[src/sv/bsls_pkg.sv]
// ----------------------------------------------------------------------------
// bsls_pkg: shared types and constants of the bounded sequence list store
// Capacity, field widths, action and status codes, controller states,
// datapath operations and the status bundle returned to the controller.
// ----------------------------------------------------------------------------
package bsls_pkg;

  // storage depth and derived widths
  localparam int CAPACITY = 16;
  localparam int LEN_W    = $clog2(CAPACITY + 1);
  localparam int IDX_W    = $clog2(CAPACITY);

  // fixed field widths
  localparam int ACT_W = 3;
  localparam int VAL_W = 32;
  localparam int POS_W = 9;
  localparam int CNT_W = 9;

  // action codes carried by an input beat
  typedef enum logic [ACT_W-1:0] {
    ACT_INS_HEAD = 3'd0,
    ACT_INS_TAIL = 3'd1,
    ACT_DELETE   = 3'd2,
    ACT_REVERSE  = 3'd3,
    ACT_MIDDLE   = 3'd4,
    ACT_DUMP     = 3'd5
  } action_t;

  // result status codes
  typedef enum logic [1:0] {
    ST_OK     = 2'd0,
    ST_FULL   = 2'd1,
    ST_BADPOS = 2'd2,
    ST_EMPTY  = 2'd3
  } status_t;

  // controller states
  typedef enum logic [1:0] {
    S_IDLE,
    S_EXEC,
    S_REV_SHIFT,
    S_DUMP
  } state_t;

  // datapath operation issued by the controller each cycle
  typedef enum logic [2:0] {
    OP_NONE,
    OP_CAPTURE,
    OP_EXEC,
    OP_FLIP,
    OP_SHIFT,
    OP_REV_DONE,
    OP_DUMP_EMIT
  } dp_op_t;

  // datapath status seen by the controller
  typedef struct packed {
    logic is_rev;
    logic is_dump;
    logic len_zero;
    logic cnt_zero;
    logic dump_last;
    logic out_free;
  } dp_stat_t;

endpackage

[src/sv/bounded_sequence_list_store.sv]
// an insert, delete, middle, empty dump or unused action is captured, then loads its result
// from the execute state; a dump loads its first beat there, then one beat per cycle while the
// output register is free; reverse loads after one mirror step, then one realignment shift
// per unused cell; a busy output register delays each load until it frees
// a new beat is not accepted while one is in progress; the next beat is accepted the cycle
// after the previous final result is loaded; reset (sync, active high) empties list and output valid
// ----------------------------------------------------------------------------
// bounded_sequence_list_store: ordered list of signed 32-bit values
// Insert at head or tail, delete at a position, reverse, middle query and
// dump, with count and status on every result beat.
// ----------------------------------------------------------------------------
module bounded_sequence_list_store (
  input  logic                               clk,
  input  logic                               rst,
  input  logic                               in_valid,
  output logic                               in_ready,
  input  logic [bsls_pkg::ACT_W-1:0]         action,
  input  logic signed [bsls_pkg::VAL_W-1:0]  item_value,
  input  logic [bsls_pkg::POS_W-1:0]         position,
  output logic                               out_valid,
  input  logic                               out_ready,
  output logic signed [bsls_pkg::VAL_W-1:0]  result_value,
  output logic [bsls_pkg::CNT_W-1:0]         element_count,
  output logic [1:0]                         status,
  output logic                               last
);

  bsls_pkg::dp_op_t   op;
  bsls_pkg::dp_stat_t stat;

  // sequencing controller
  bsls_ctrl u_ctrl (
    .clk      (clk),
    .rst      (rst),
    .in_valid (in_valid),
    .in_ready (in_ready),
    .stat     (stat),
    .op       (op)
  );

  // list datapath and result register
  bsls_dp u_dp (
    .clk           (clk),
    .rst           (rst),
    .op            (op),
    .stat          (stat),
    .action        (action),
    .item_value    (item_value),
    .position      (position),
    .out_valid     (out_valid),
    .out_ready     (out_ready),
    .result_value  (result_value),
    .element_count (element_count),
    .status        (status),
    .last          (last)
  );

endmodule

[src/sv/bsls_ctrl.sv]
// ----------------------------------------------------------------------------
// bsls_ctrl: sequencing controller
// Captures one input beat, then steps the datapath through the update,
// the multi-cycle reverse realignment or the element-by-element dump.
// ----------------------------------------------------------------------------
module bsls_ctrl (
  input  logic               clk,
  input  logic               rst,
  input  logic               in_valid,
  output logic               in_ready,
  input  bsls_pkg::dp_stat_t stat,
  output bsls_pkg::dp_op_t   op
);

  bsls_pkg::state_t state;
  bsls_pkg::state_t state_next;

  // state register
  always_ff @(posedge clk) begin
    if (rst) begin
      state <= bsls_pkg::S_IDLE;
    end else begin
      state <= state_next;
    end
  end

  // next state
  always_comb begin
    state_next = state;
    case (state)
      bsls_pkg::S_IDLE: begin
        if (in_valid) state_next = bsls_pkg::S_EXEC;
      end
      bsls_pkg::S_EXEC: begin
        if (stat.is_rev) begin
          state_next = bsls_pkg::S_REV_SHIFT;
        end else if (stat.is_dump && !stat.len_zero) begin
          if (stat.out_free && stat.dump_last) state_next = bsls_pkg::S_IDLE;
          else state_next = bsls_pkg::S_DUMP;
        end else if (stat.out_free) begin
          state_next = bsls_pkg::S_IDLE;
        end
      end
      bsls_pkg::S_REV_SHIFT: begin
        if (stat.cnt_zero && stat.out_free) state_next = bsls_pkg::S_IDLE;
      end
      bsls_pkg::S_DUMP: begin
        if (stat.out_free && stat.dump_last) state_next = bsls_pkg::S_IDLE;
      end
      default: state_next = bsls_pkg::S_IDLE;
    endcase
  end

  // outputs
  always_comb begin
    op       = bsls_pkg::OP_NONE;
    in_ready = 1'b0;
    case (state)
      bsls_pkg::S_IDLE: begin
        in_ready = !rst;
        if (in_valid && !rst) op = bsls_pkg::OP_CAPTURE;
      end
      bsls_pkg::S_EXEC: begin
        if (stat.is_rev) begin
          op = bsls_pkg::OP_FLIP;
        end else if (stat.is_dump && !stat.len_zero) begin
          if (stat.out_free) op = bsls_pkg::OP_DUMP_EMIT;
        end else if (stat.out_free) begin
          op = bsls_pkg::OP_EXEC;
        end
      end
      bsls_pkg::S_REV_SHIFT: begin
        if (!stat.cnt_zero) op = bsls_pkg::OP_SHIFT;
        else if (stat.out_free) op = bsls_pkg::OP_REV_DONE;
      end
      bsls_pkg::S_DUMP: begin
        if (stat.out_free) op = bsls_pkg::OP_DUMP_EMIT;
      end
      default: op = bsls_pkg::OP_NONE;
    endcase
  end

`ifndef SYNTH
  // a final dump beat always returns the controller to idle
  a_dump_end: assert property (@(posedge clk) disable iff (rst)
    (state == bsls_pkg::S_DUMP && op == bsls_pkg::OP_DUMP_EMIT && stat.dump_last)
    |=> state == bsls_pkg::S_IDLE)
    else $error("dump did not finish after last beat");

  // a reverse always passes through realignment before reporting
  a_rev_path: assert property (@(posedge clk) disable iff (rst)
    op == bsls_pkg::OP_FLIP |=> state == bsls_pkg::S_REV_SHIFT)
    else $error("flip not followed by realignment");

  // a new beat is captured only from idle
  a_capture_idle: assert property (@(posedge clk) disable iff (rst)
    op == bsls_pkg::OP_CAPTURE |-> state == bsls_pkg::S_IDLE && in_valid)
    else $error("capture outside idle");
`endif

endmodule

[src/sv/bsls_dp.sv]
// ----------------------------------------------------------------------------
// bsls_dp: element cells, length, step counter and result register
// Cells shift up, shift down or mirror in parallel; one read port serves
// the middle query and the dump; the result register holds one beat.
// ----------------------------------------------------------------------------
module bsls_dp (
  input  logic                               clk,
  input  logic                               rst,
  input  bsls_pkg::dp_op_t                   op,
  output bsls_pkg::dp_stat_t                 stat,
  input  logic [bsls_pkg::ACT_W-1:0]         action,
  input  logic signed [bsls_pkg::VAL_W-1:0]  item_value,
  input  logic [bsls_pkg::POS_W-1:0]         position,
  output logic                               out_valid,
  input  logic                               out_ready,
  output logic signed [bsls_pkg::VAL_W-1:0]  result_value,
  output logic [bsls_pkg::CNT_W-1:0]         element_count,
  output logic [1:0]                         status,
  output logic                               last
);

  localparam int CAP   = bsls_pkg::CAPACITY;
  localparam int LEN_W = bsls_pkg::LEN_W;
  localparam int IDX_W = bsls_pkg::IDX_W;
  localparam int VAL_W = bsls_pkg::VAL_W;
  localparam int POS_W = bsls_pkg::POS_W;

  // captured input beat
  logic [bsls_pkg::ACT_W-1:0] act;
  logic signed [VAL_W-1:0]    val;
  logic [POS_W-1:0]           pos;

  // list state
  logic signed [VAL_W-1:0] cells      [CAP];
  logic signed [VAL_W-1:0] cells_next [CAP];
  logic [LEN_W-1:0]        len;
  logic [LEN_W-1:0]        len_next;
  logic [LEN_W-1:0]        cnt;
  logic [LEN_W-1:0]        cnt_next;

  // result register
  logic                    load;
  logic signed [VAL_W-1:0] res_val;
  bsls_pkg::status_t       res_st;
  logic                    res_last;
  bsls_pkg::status_t       status_q;

  // derived conditions
  logic             full;
  logic             pos_bad;
  logic [POS_W-1:0] pos_m1;
  logic [IDX_W-1:0] rd_idx;
  logic signed [VAL_W-1:0] rd_data;
  logic             dump_last;

  assign full      = (len == LEN_W'(CAP));
  assign pos_bad   = (pos == '0) || (pos > POS_W'(len));
  assign pos_m1    = pos - POS_W'(1);
  assign dump_last = ((cnt + LEN_W'(1)) == len);

  // single read port: dump index or middle element
  assign rd_idx  = (op == bsls_pkg::OP_DUMP_EMIT) ? cnt[IDX_W-1:0] : IDX_W'(len >> 1);
  assign rd_data = cells[rd_idx];

  // status back to the controller
  assign stat.is_rev    = (act == bsls_pkg::ACT_REVERSE);
  assign stat.is_dump   = (act == bsls_pkg::ACT_DUMP);
  assign stat.len_zero  = (len == '0);
  assign stat.cnt_zero  = (cnt == '0);
  assign stat.dump_last = dump_last;
  assign stat.out_free  = !out_valid || out_ready;

  // cell, length, counter and result next values
  always_comb begin
    for (int i = 0; i < CAP; i++) cells_next[i] = cells[i];
    len_next = len;
    cnt_next = cnt;
    load     = 1'b0;
    res_val  = '0;
    res_st   = bsls_pkg::ST_OK;
    res_last = 1'b1;
    case (op)
      bsls_pkg::OP_CAPTURE: begin
        cnt_next = '0;
      end
      bsls_pkg::OP_EXEC: begin
        load = 1'b1;
        case (act)
          bsls_pkg::ACT_INS_HEAD: begin
            if (full) begin
              res_st = bsls_pkg::ST_FULL;
            end else begin
              for (int i = 1; i < CAP; i++) cells_next[i] = cells[i-1];
              cells_next[0] = val;
              len_next = len + LEN_W'(1);
            end
          end
          bsls_pkg::ACT_INS_TAIL: begin
            if (full) begin
              res_st = bsls_pkg::ST_FULL;
            end else begin
              cells_next[len[IDX_W-1:0]] = val;
              len_next = len + LEN_W'(1);
            end
          end
          bsls_pkg::ACT_DELETE: begin
            if (pos_bad) begin
              res_st = bsls_pkg::ST_BADPOS;
            end else begin
              for (int i = 0; i < CAP - 1; i++) begin
                if (POS_W'(i) >= pos_m1) cells_next[i] = cells[i+1];
              end
              len_next = len - LEN_W'(1);
            end
          end
          bsls_pkg::ACT_MIDDLE: begin
            if (len == '0) res_st = bsls_pkg::ST_EMPTY;
            else res_val = rd_data;
          end
          bsls_pkg::ACT_DUMP: begin
            res_st = bsls_pkg::ST_EMPTY;
          end
          default: res_st = bsls_pkg::ST_OK;
        endcase
      end
      bsls_pkg::OP_FLIP: begin
        // mirror the whole array, then realign by the unused depth
        for (int i = 0; i < CAP; i++) cells_next[i] = cells[CAP-1-i];
        cnt_next = LEN_W'(CAP) - len;
      end
      bsls_pkg::OP_SHIFT: begin
        for (int i = 0; i < CAP - 1; i++) cells_next[i] = cells[i+1];
        cnt_next = cnt - LEN_W'(1);
      end
      bsls_pkg::OP_REV_DONE: begin
        load = 1'b1;
      end
      bsls_pkg::OP_DUMP_EMIT: begin
        load     = 1'b1;
        res_val  = rd_data;
        res_last = dump_last;
        cnt_next = cnt + LEN_W'(1);
      end
      default: load = 1'b0;
    endcase
  end

  // control registers
  always_ff @(posedge clk) begin
    if (rst) begin
      len       <= '0;
      cnt       <= '0;
      out_valid <= 1'b0;
    end else begin
      len <= len_next;
      cnt <= cnt_next;
      if (load) out_valid <= 1'b1;
      else if (out_ready) out_valid <= 1'b0;
    end
  end

  // payload registers
  always_ff @(posedge clk) begin
    if (op == bsls_pkg::OP_CAPTURE) begin
      act <= action;
      val <= item_value;
      pos <= position;
    end
    for (int i = 0; i < CAP; i++) cells[i] <= cells_next[i];
    if (load) begin
      result_value  <= res_val;
      element_count <= bsls_pkg::CNT_W'(len_next);
      status_q      <= res_st;
      last          <= res_last;
    end
  end

  assign status = status_q;

`ifndef SYNTH
  // length stays within capacity
  a_len_bound: assert property (@(posedge clk) disable iff (rst)
    len <= LEN_W'(CAP))
    else $error("length beyond capacity");

  // a pending result is never overwritten
  a_no_overwrite: assert property (@(posedge clk) disable iff (rst)
    load |-> !out_valid || out_ready)
    else $error("result register overwritten");

  // realignment shifts only while steps remain
  a_shift_cnt: assert property (@(posedge clk) disable iff (rst)
    op == bsls_pkg::OP_SHIFT |-> cnt != '0)
    else $error("shift with zero count");

  // dump beats only read stored elements
  a_dump_range: assert property (@(posedge clk) disable iff (rst)
    op == bsls_pkg::OP_DUMP_EMIT |-> cnt < len)
    else $error("dump index beyond length");
`endif

endmodule
[config.mk]
export PLATFORM = sky130hd
export DESIGN_NAME = bounded_sequence_list_store
export DESIGN_NICKNAME = d
export VERILOG_FILES = /design/src/sv/bsls_pkg.sv /design/src/sv/bounded_sequence_list_store.sv /design/src/sv/bsls_ctrl.sv /design/src/sv/bsls_dp.sv
export SDC_FILE = /design/constraint.sdc
export NUM_CORES = 2
export LEC_CHECK = 0
export ABC_AREA = 1
export BUFFER_PORTS_ARGS = -buffer_cell sky130_fd_sc_hd__buf_2
export CAP_MARGIN = 10
export CORE_UTILIZATION = 55
export CTS_CLUSTER_SIZE = 10
export DETAILED_ROUTE_END_ITERATION = 6
export PLACE_DENSITY = 0.77
export SYNTH_ARGS = -nofsm -noshare
export SYNTH_HDL_FRONTEND = slang
export SYNTH_HIERARCHICAL = 1
export SYNTH_SLANG_ARGS = --single-unit
[constraint.sdc]
create_clock -name clk -period 7.45 [get_ports clk]
set_clock_uncertainty 0.1 [all_clocks]
set_input_delay 0.3725 -clock clk [delete_from_list [all_inputs] [get_ports clk]]
set_output_delay 0.3725 -clock clk [all_outputs]
set_load 0.03 [all_outputs]
---- Yosys cells after proc, flatten, opt, wreduce, memory -nomap -nowiden ----
Memory sizes are Yosys's and may differ from the RTL's.
Cells that the tools add are included.
storage, ports and cells
  RAM bits ................................ 512
  input port bits ......................... 48
  flip-flop bits (word level) ............. 97
  memories kept ........................... 1
memories
  memory      depth  bits a word  rd ports  clocked after Yosys merged registers in  write ports  line           RTL
  u_dp.cells  16     32           17        0                                        16           bsls_dp.sv:34  logic signed [VAL_W-1:0] cells [CAP];
cells by class
  add/sub/neg operators ................... 6
  reductions and logical operators ........ 20
  mux-type cells .......................... 58
  bitwise logic cells ..................... 1
  $lt $le $gt $ge ......................... 18
  eq/ne operators ......................... 20
operators by type and width
  cell                                                                                number
  480-bit case mux with 3 select lines                                                2
  512-bit two-way mux                                                                 2
  32-bit two-way mux                                                                  18
  512-bit bitwise mux                                                                 1
  480-bit two-way mux                                                                 1
  32-bit case mux with 2 select lines                                                 3
  32-bit demux with 4-bit select                                                      1
  4-bit by 9-bit greater-or-equal comparator with 1-bit output, first input constant  7
  3-bit by 9-bit greater-or-equal comparator with 1-bit output, first input constant  4
  2-bit two-way mux                                                                   10
  5-bit case mux with 4 select lines                                                  1
  1-bit by 9-bit greater-or-equal comparator with 1-bit output, first input constant  2
  2-bit by 9-bit greater-or-equal comparator with 1-bit output, first input constant  2
  2-bit case mux with 4 select lines                                                  2
  3-bit equality test, second input constant                                          5
  3-bit two-way mux                                                                   5
  5-bit two-way mux                                                                   3
  3-bit by 2-bit equality test with 1-bit output, second input constant               4
  3-bit case mux with 4 select lines                                                  1
  5-bit by 1-bit adder with 5-bit output, second input constant                       2
  5-bit logical NOT                                                                   2
  5-bit case mux with 2 select lines                                                  1
  5-bit by 1-bit subtractor with 5-bit output, second input constant                  2
  9-bit by 5-bit greater-than comparator with 1-bit output                            1
  other kinds (26)                                                                    41

---- Longest topological paths before layout ----
An unclocked memory read counts as a cell.
  depth in word-level cells ............... 12
  depth in mapped cells ................... 22
  mapped depth without buffers ............ 18

---- By module ----
Netlist, hierarchy kept.
by module, submodules not included
  module     times used  cells an instance  area an instance (um^2)  seq. area each (um^2)
  bsls_dp    1           5493               43668.1                  18117.4
  bsls_ctrl  1           41                 227.7                    40.0

---- Worst setup path after synthesis ----
OpenSTA, ideal clock, no wires.
  path kind ............................... flip-flop to flip-flop
  from .................................... reg u_dp.len[0]
  to ...................................... reg u_dp.cnt[3]
  setup time .............................. 0.128 ns
  cell stages (with the launch flop) ...... 15
  path buffers ............................ 2
  path slack .............................. 1.518 ns
  data arrival time ....................... 5.705 ns
  period minus slack after synthesis ...... 5.932 ns
  cells stage by stage .................... dfxtp_1 -> inv_1 -> ha_1 -> nand2_1 -> nor2_1 -> clkbuf_1 -> ha_1 -> inv_1 -> nand4_1 -> o21ai_0 -> buf_2 -> nor3_1 -> nor3_1 -> a21oi_1 -> nor2_1
RTL lines
  element                 line            RTL
  from (decl)             bsls_dp.sv:36   logic [LEN_W-1:0] len;
  from (signal assigned)  bsls_dp.sv:155  len <= len_next;
  to (signal assigned)    bsls_dp.sv:156  cnt <= cnt_next;
  to (decl)               bsls_dp.sv:38   logic [LEN_W-1:0] cnt;

==> summary.md <==
| Metric | Value |
|---|---|
| Outcome | complete, but fails checks |
| Failing checks | design-rule violations |
| Die W | 285 µm |
| Cell depth of the worst hold path | 2 |
| Total Power Consumption | 10.5 mW |
| Yosys top cell by area | edfxtp_1 |
| Worst hold start | rst |
| Fmax | 160 MHz |
| Post-DR wirelength/cell | 26.1 µm |
| Initial antenna violation count | 3 |
| CTS resizes | 0 |
| Max Used Layer | met5 |
| Part of the cycle the worst path needs | 84.1% |
| Seq cells post-synth | 609 |
| Top cells by area, synth | edfxtp_1 41%, o221ai_1 15%, o21ai_0 9.4% |
| RSZ-0062 raised after global routing | false |
| FF-to-FF path depth | 19 |
| Metal2 WL | 69800 µm |
| Crit Path Max Fanout | 68 |
| Slew of the pin with the lowest slew margin | 1.33 ns |
| IO Port Bufs | 89 |
| Critical-path top delay cell | o21ai_0 |
| Vias in the first global route | 42400 |
| First-pass GRT wire length | 250000 µm |
| Top_reg_cell synth | edfxtp_1 |
| ANT nets after route | 0 |
| Worst R2R Setup Slack | 1.18 ns |
| Max Buffers Root-to-Sink | 3 |
| Relative slew slack | 11.2% |
| Met3 wire length | 25200 µm |
| Vias | 46100 |
| RR Startpoint | u_dp/len[0] |
| Clock-pin slew on the worst setup and hold paths | 0.06 ns |
| Arrival time at the worst endpoint | 6.44 ns |
| Share of layout cells above drive strength 1 | 6.51% |
| DRT iter0 DRCs | 8568 |
| Routability cong. | 0.952 |
| Routed Wire Length | 166000 µm |
| Root buffer cell | clkbuf_16 |
| Post-synth ARST share | 0% |
| Starting Density | 55.6% |
| Finished Cell Area | 0.0470 mm² |
| Largest stage delay, worst path | 0.73 ns |
| Vias per inst | 7.26 |
| CTS H-tree depth | 3 |
| CP endpoint kind | register |
| Final hold vios | 0 |
| Pwr per Cell Area | 223 mW/mm² |
| TritonCTS clock tree | done |
| CP Cell Sequence | inv_1, ha_1, nand2_1, nor2_4, ha_1, inv_1, nand4_1, o21ai_0, nand2_1, nor2_1, inv_8, nand2_1, o21ai_1, inv_1, nand2_1, inv_2, nand2_1, inv_2, buf_4 |
| Met1 wire length | 58200 µm |
| Hpwl dp | 85900 µm |
| Hold WC Path Type | in2reg |
| Site Rows | 103 |
| Die height | 285 µm |
| Worst-skew pair later-pin latency | 0.64 ns |
| Syn avg cell area | 7.93 µm² |
| Yosys synthesis warning count | 6 |
| Synth Instances | 5534 |
| Seq/Total Area, Yosys | 41.4% |
| Final TNS setup | 0 ns |
| Fin crit period | 6.27 ns |
| Critical path launch point type | register |
| Post-synth EDFFs | 596 |
| Post-synth cell types | 43 |
| Aggregate global routing overflow | 0 |
| 1st-pass router iterations | 7 |
| CP dominant cell by count | nand2_1 |
| Cell Area, Synth | 0.0439 mm² |
| Largest net degree at the start of global routing | 242 |
| DIE AREA | 0.0809 mm² |
| Area delta synth->final | 6.97% |
| Worst Hold Margin | 0.0330 ns |
| Hold Crit Endpoint | u_dp/len[4] |
| Num ports | 94 |
| DRC errors left | 32 |
| Placed Area | 0.0444 mm² |
| Cts bufs inserted | 75 |
| Fin. max-slew vios | 0 |
| Gr usage total | 39.2% |
| FF+latch area | 0.0182 mm² |
| Critical Path RT | 7.62 ns |
| Final Setup Violations | 0 |
| CTS Sinks | 609 |
| # fillers | 6863 |
| Post-synth top area share | 40.8% |
| Top Family by Delay on Critical Path | simple AND/OR/NAND/NOR gates |
| Worst Path Buf+Inv | 7 |
| Crit Path Category | reg2reg |
| Area occupied by multi-input gates | 0.0213 mm² |
| Nets | 5328 |
| Leakage | 18.1 nW |
| End of the worst register-to-register path | u_dp/cells[4][3] |
| Reported max-cap violation count | 0 |
| Worst vdd ir | 0.174 mV |
| Core box area | 0.0790 mm² |
cell usage after synthesis, types with 3 or more instances:
cell and count:
nand2_1 849, o21ai_0 827, o221ai_1 737, inv_1 609, edfxtp_1 596, a21oi_1 509
clkbuf_1 366, nor2_1 268, nand3_1 169, buf_2 160, o211ai_1 133, o22ai_1 99
a221oi_1 32, a31o_2 25, buf_1 24, ha_1 18, inv_2 15, dfxtp_1 13
nor3_1 11, o21ai_1 11, nand4_1 9, nor2_2 7, xor2_1 7, a31o_1 6
buf_4 6, a31oi_1 3, o21ai_2 3, or2_2 3
report_power, final:
part           switching, mW  total (mW)  internal (mW)
registers              0.215        4.56           4.34
logic                   1.75        2.51          0.768
clock network           1.50        3.39           1.90
total                   3.46        10.5           7.01
what timing repair did:
action | 4_1_cts | 5_1_grt
hold buffers | 44 | 0
endpoints found under the hold margin | 44 | 0
setup buffers | 0 | 0
routing by layer:
layer / up-vias / track usage (%)
met5: - / 0
met1: 21100 / 50.7
met3: 856 / 10.8
met4: 2 / 26.4
li1: 20100 / -
met2: 4071 / 57.1
through the flow:
stage / cells / utilization (%) / setup slack (ns)
floorplan: 5537 / - / 1.52
global placement: 6191 / 56.2 / 1.47
detailed placement: 6191 / 56.2 / 1.36
CTS: 6350 / 59.4 / 1.33
global route: 6350 / 59.4 / 0.958
finish: 6351 / 59.4 / 1.18
cells by family after synthesis:
group | Yosys count | synth area share [%]
flip-flops | 609 | 41.4
AO/OA/AOI/OAI | 2391 | 35.2
AND/OR/NAND/NOR | 1323 | 12.1
adder cells (fa/ha/maj) | 18 | 0.513
other | 1 | 0.00854
buffers and inverters | 1183 | 10.7
XOR/XNOR | 9 | 0.180
registers in the layout (all words and copies together), names as in the netlist:
register / count
u_dp/result_value: 32
u_dp/val: 32
u_dp/element_count: 5
u_dp/out_valid: 1
u_dp/last: 1
u_dp/cells: 512
u_dp/status: 2
u_dp/pos: 9
u_dp/len: 5
u_dp/cnt: 5
u_dp/act: 3
u_ctrl/state: 2
worst max-delay path by stage:
stage,cells after the start,from,to
after floorplan,14,u_dp/len[0],u_dp/cnt[3]
after global placement,19,u_dp/len[0],u_dp/cells[4][1]
after detailed placement,19,u_dp/len[0],u_dp/cells[4][1]
after CTS,19,u_dp/len[0],u_dp/cells[4][3]
after global routing,19,u_dp/len[0],u_dp/cells[4][3]
final,19,u_dp/len[0],u_dp/cells[4][3]
layout make-up:
class | count | share of cell area [%]
Antenna cell | 1 | 0.00533
Tap cell | 1050 | 2.80
Clock inverter | 15 | 0.221
Sequential cell | 609 | 38.7
Timing Repair Buffer | 206 | 3.51
Multi-Input combinational cell | 3745 | 45.4
Inverter | 625 | 5.05
Clock buffer | 100 | 4.33
cells in the final DEF (no fill, tap or decap), types with 4 or more instances in the layout:
cell type / n
nand2_1: 840
o21ai_0: 827
o221ai_1: 737
inv_1: 604
edfxtp_1: 596
a21oi_1: 506
nor2_1: 259
nand3_1: 169
o211ai_1: 133
o22ai_1: 99
buf_2: 89
clkbuf_16: 77
buf_4: 56
dlygate4sd3_1: 44
a221oi_1: 32
a31o_2: 25
clkbuf_1: 21
ha_1: 18
inv_2: 17
buf_12: 17
nor2_4: 13
dfxtp_1: 13
o21ai_1: 10
nand4_1: 9
nor3_1: 8
clkinv_1: 7
xor2_1: 7
a31o_1: 6
nand2_2: 5
nand2_4: 5
nor2_2: 4
o21ai_4: 4
conb_1: 4
No activity file was read; power rests on OpenSTA's default activity.
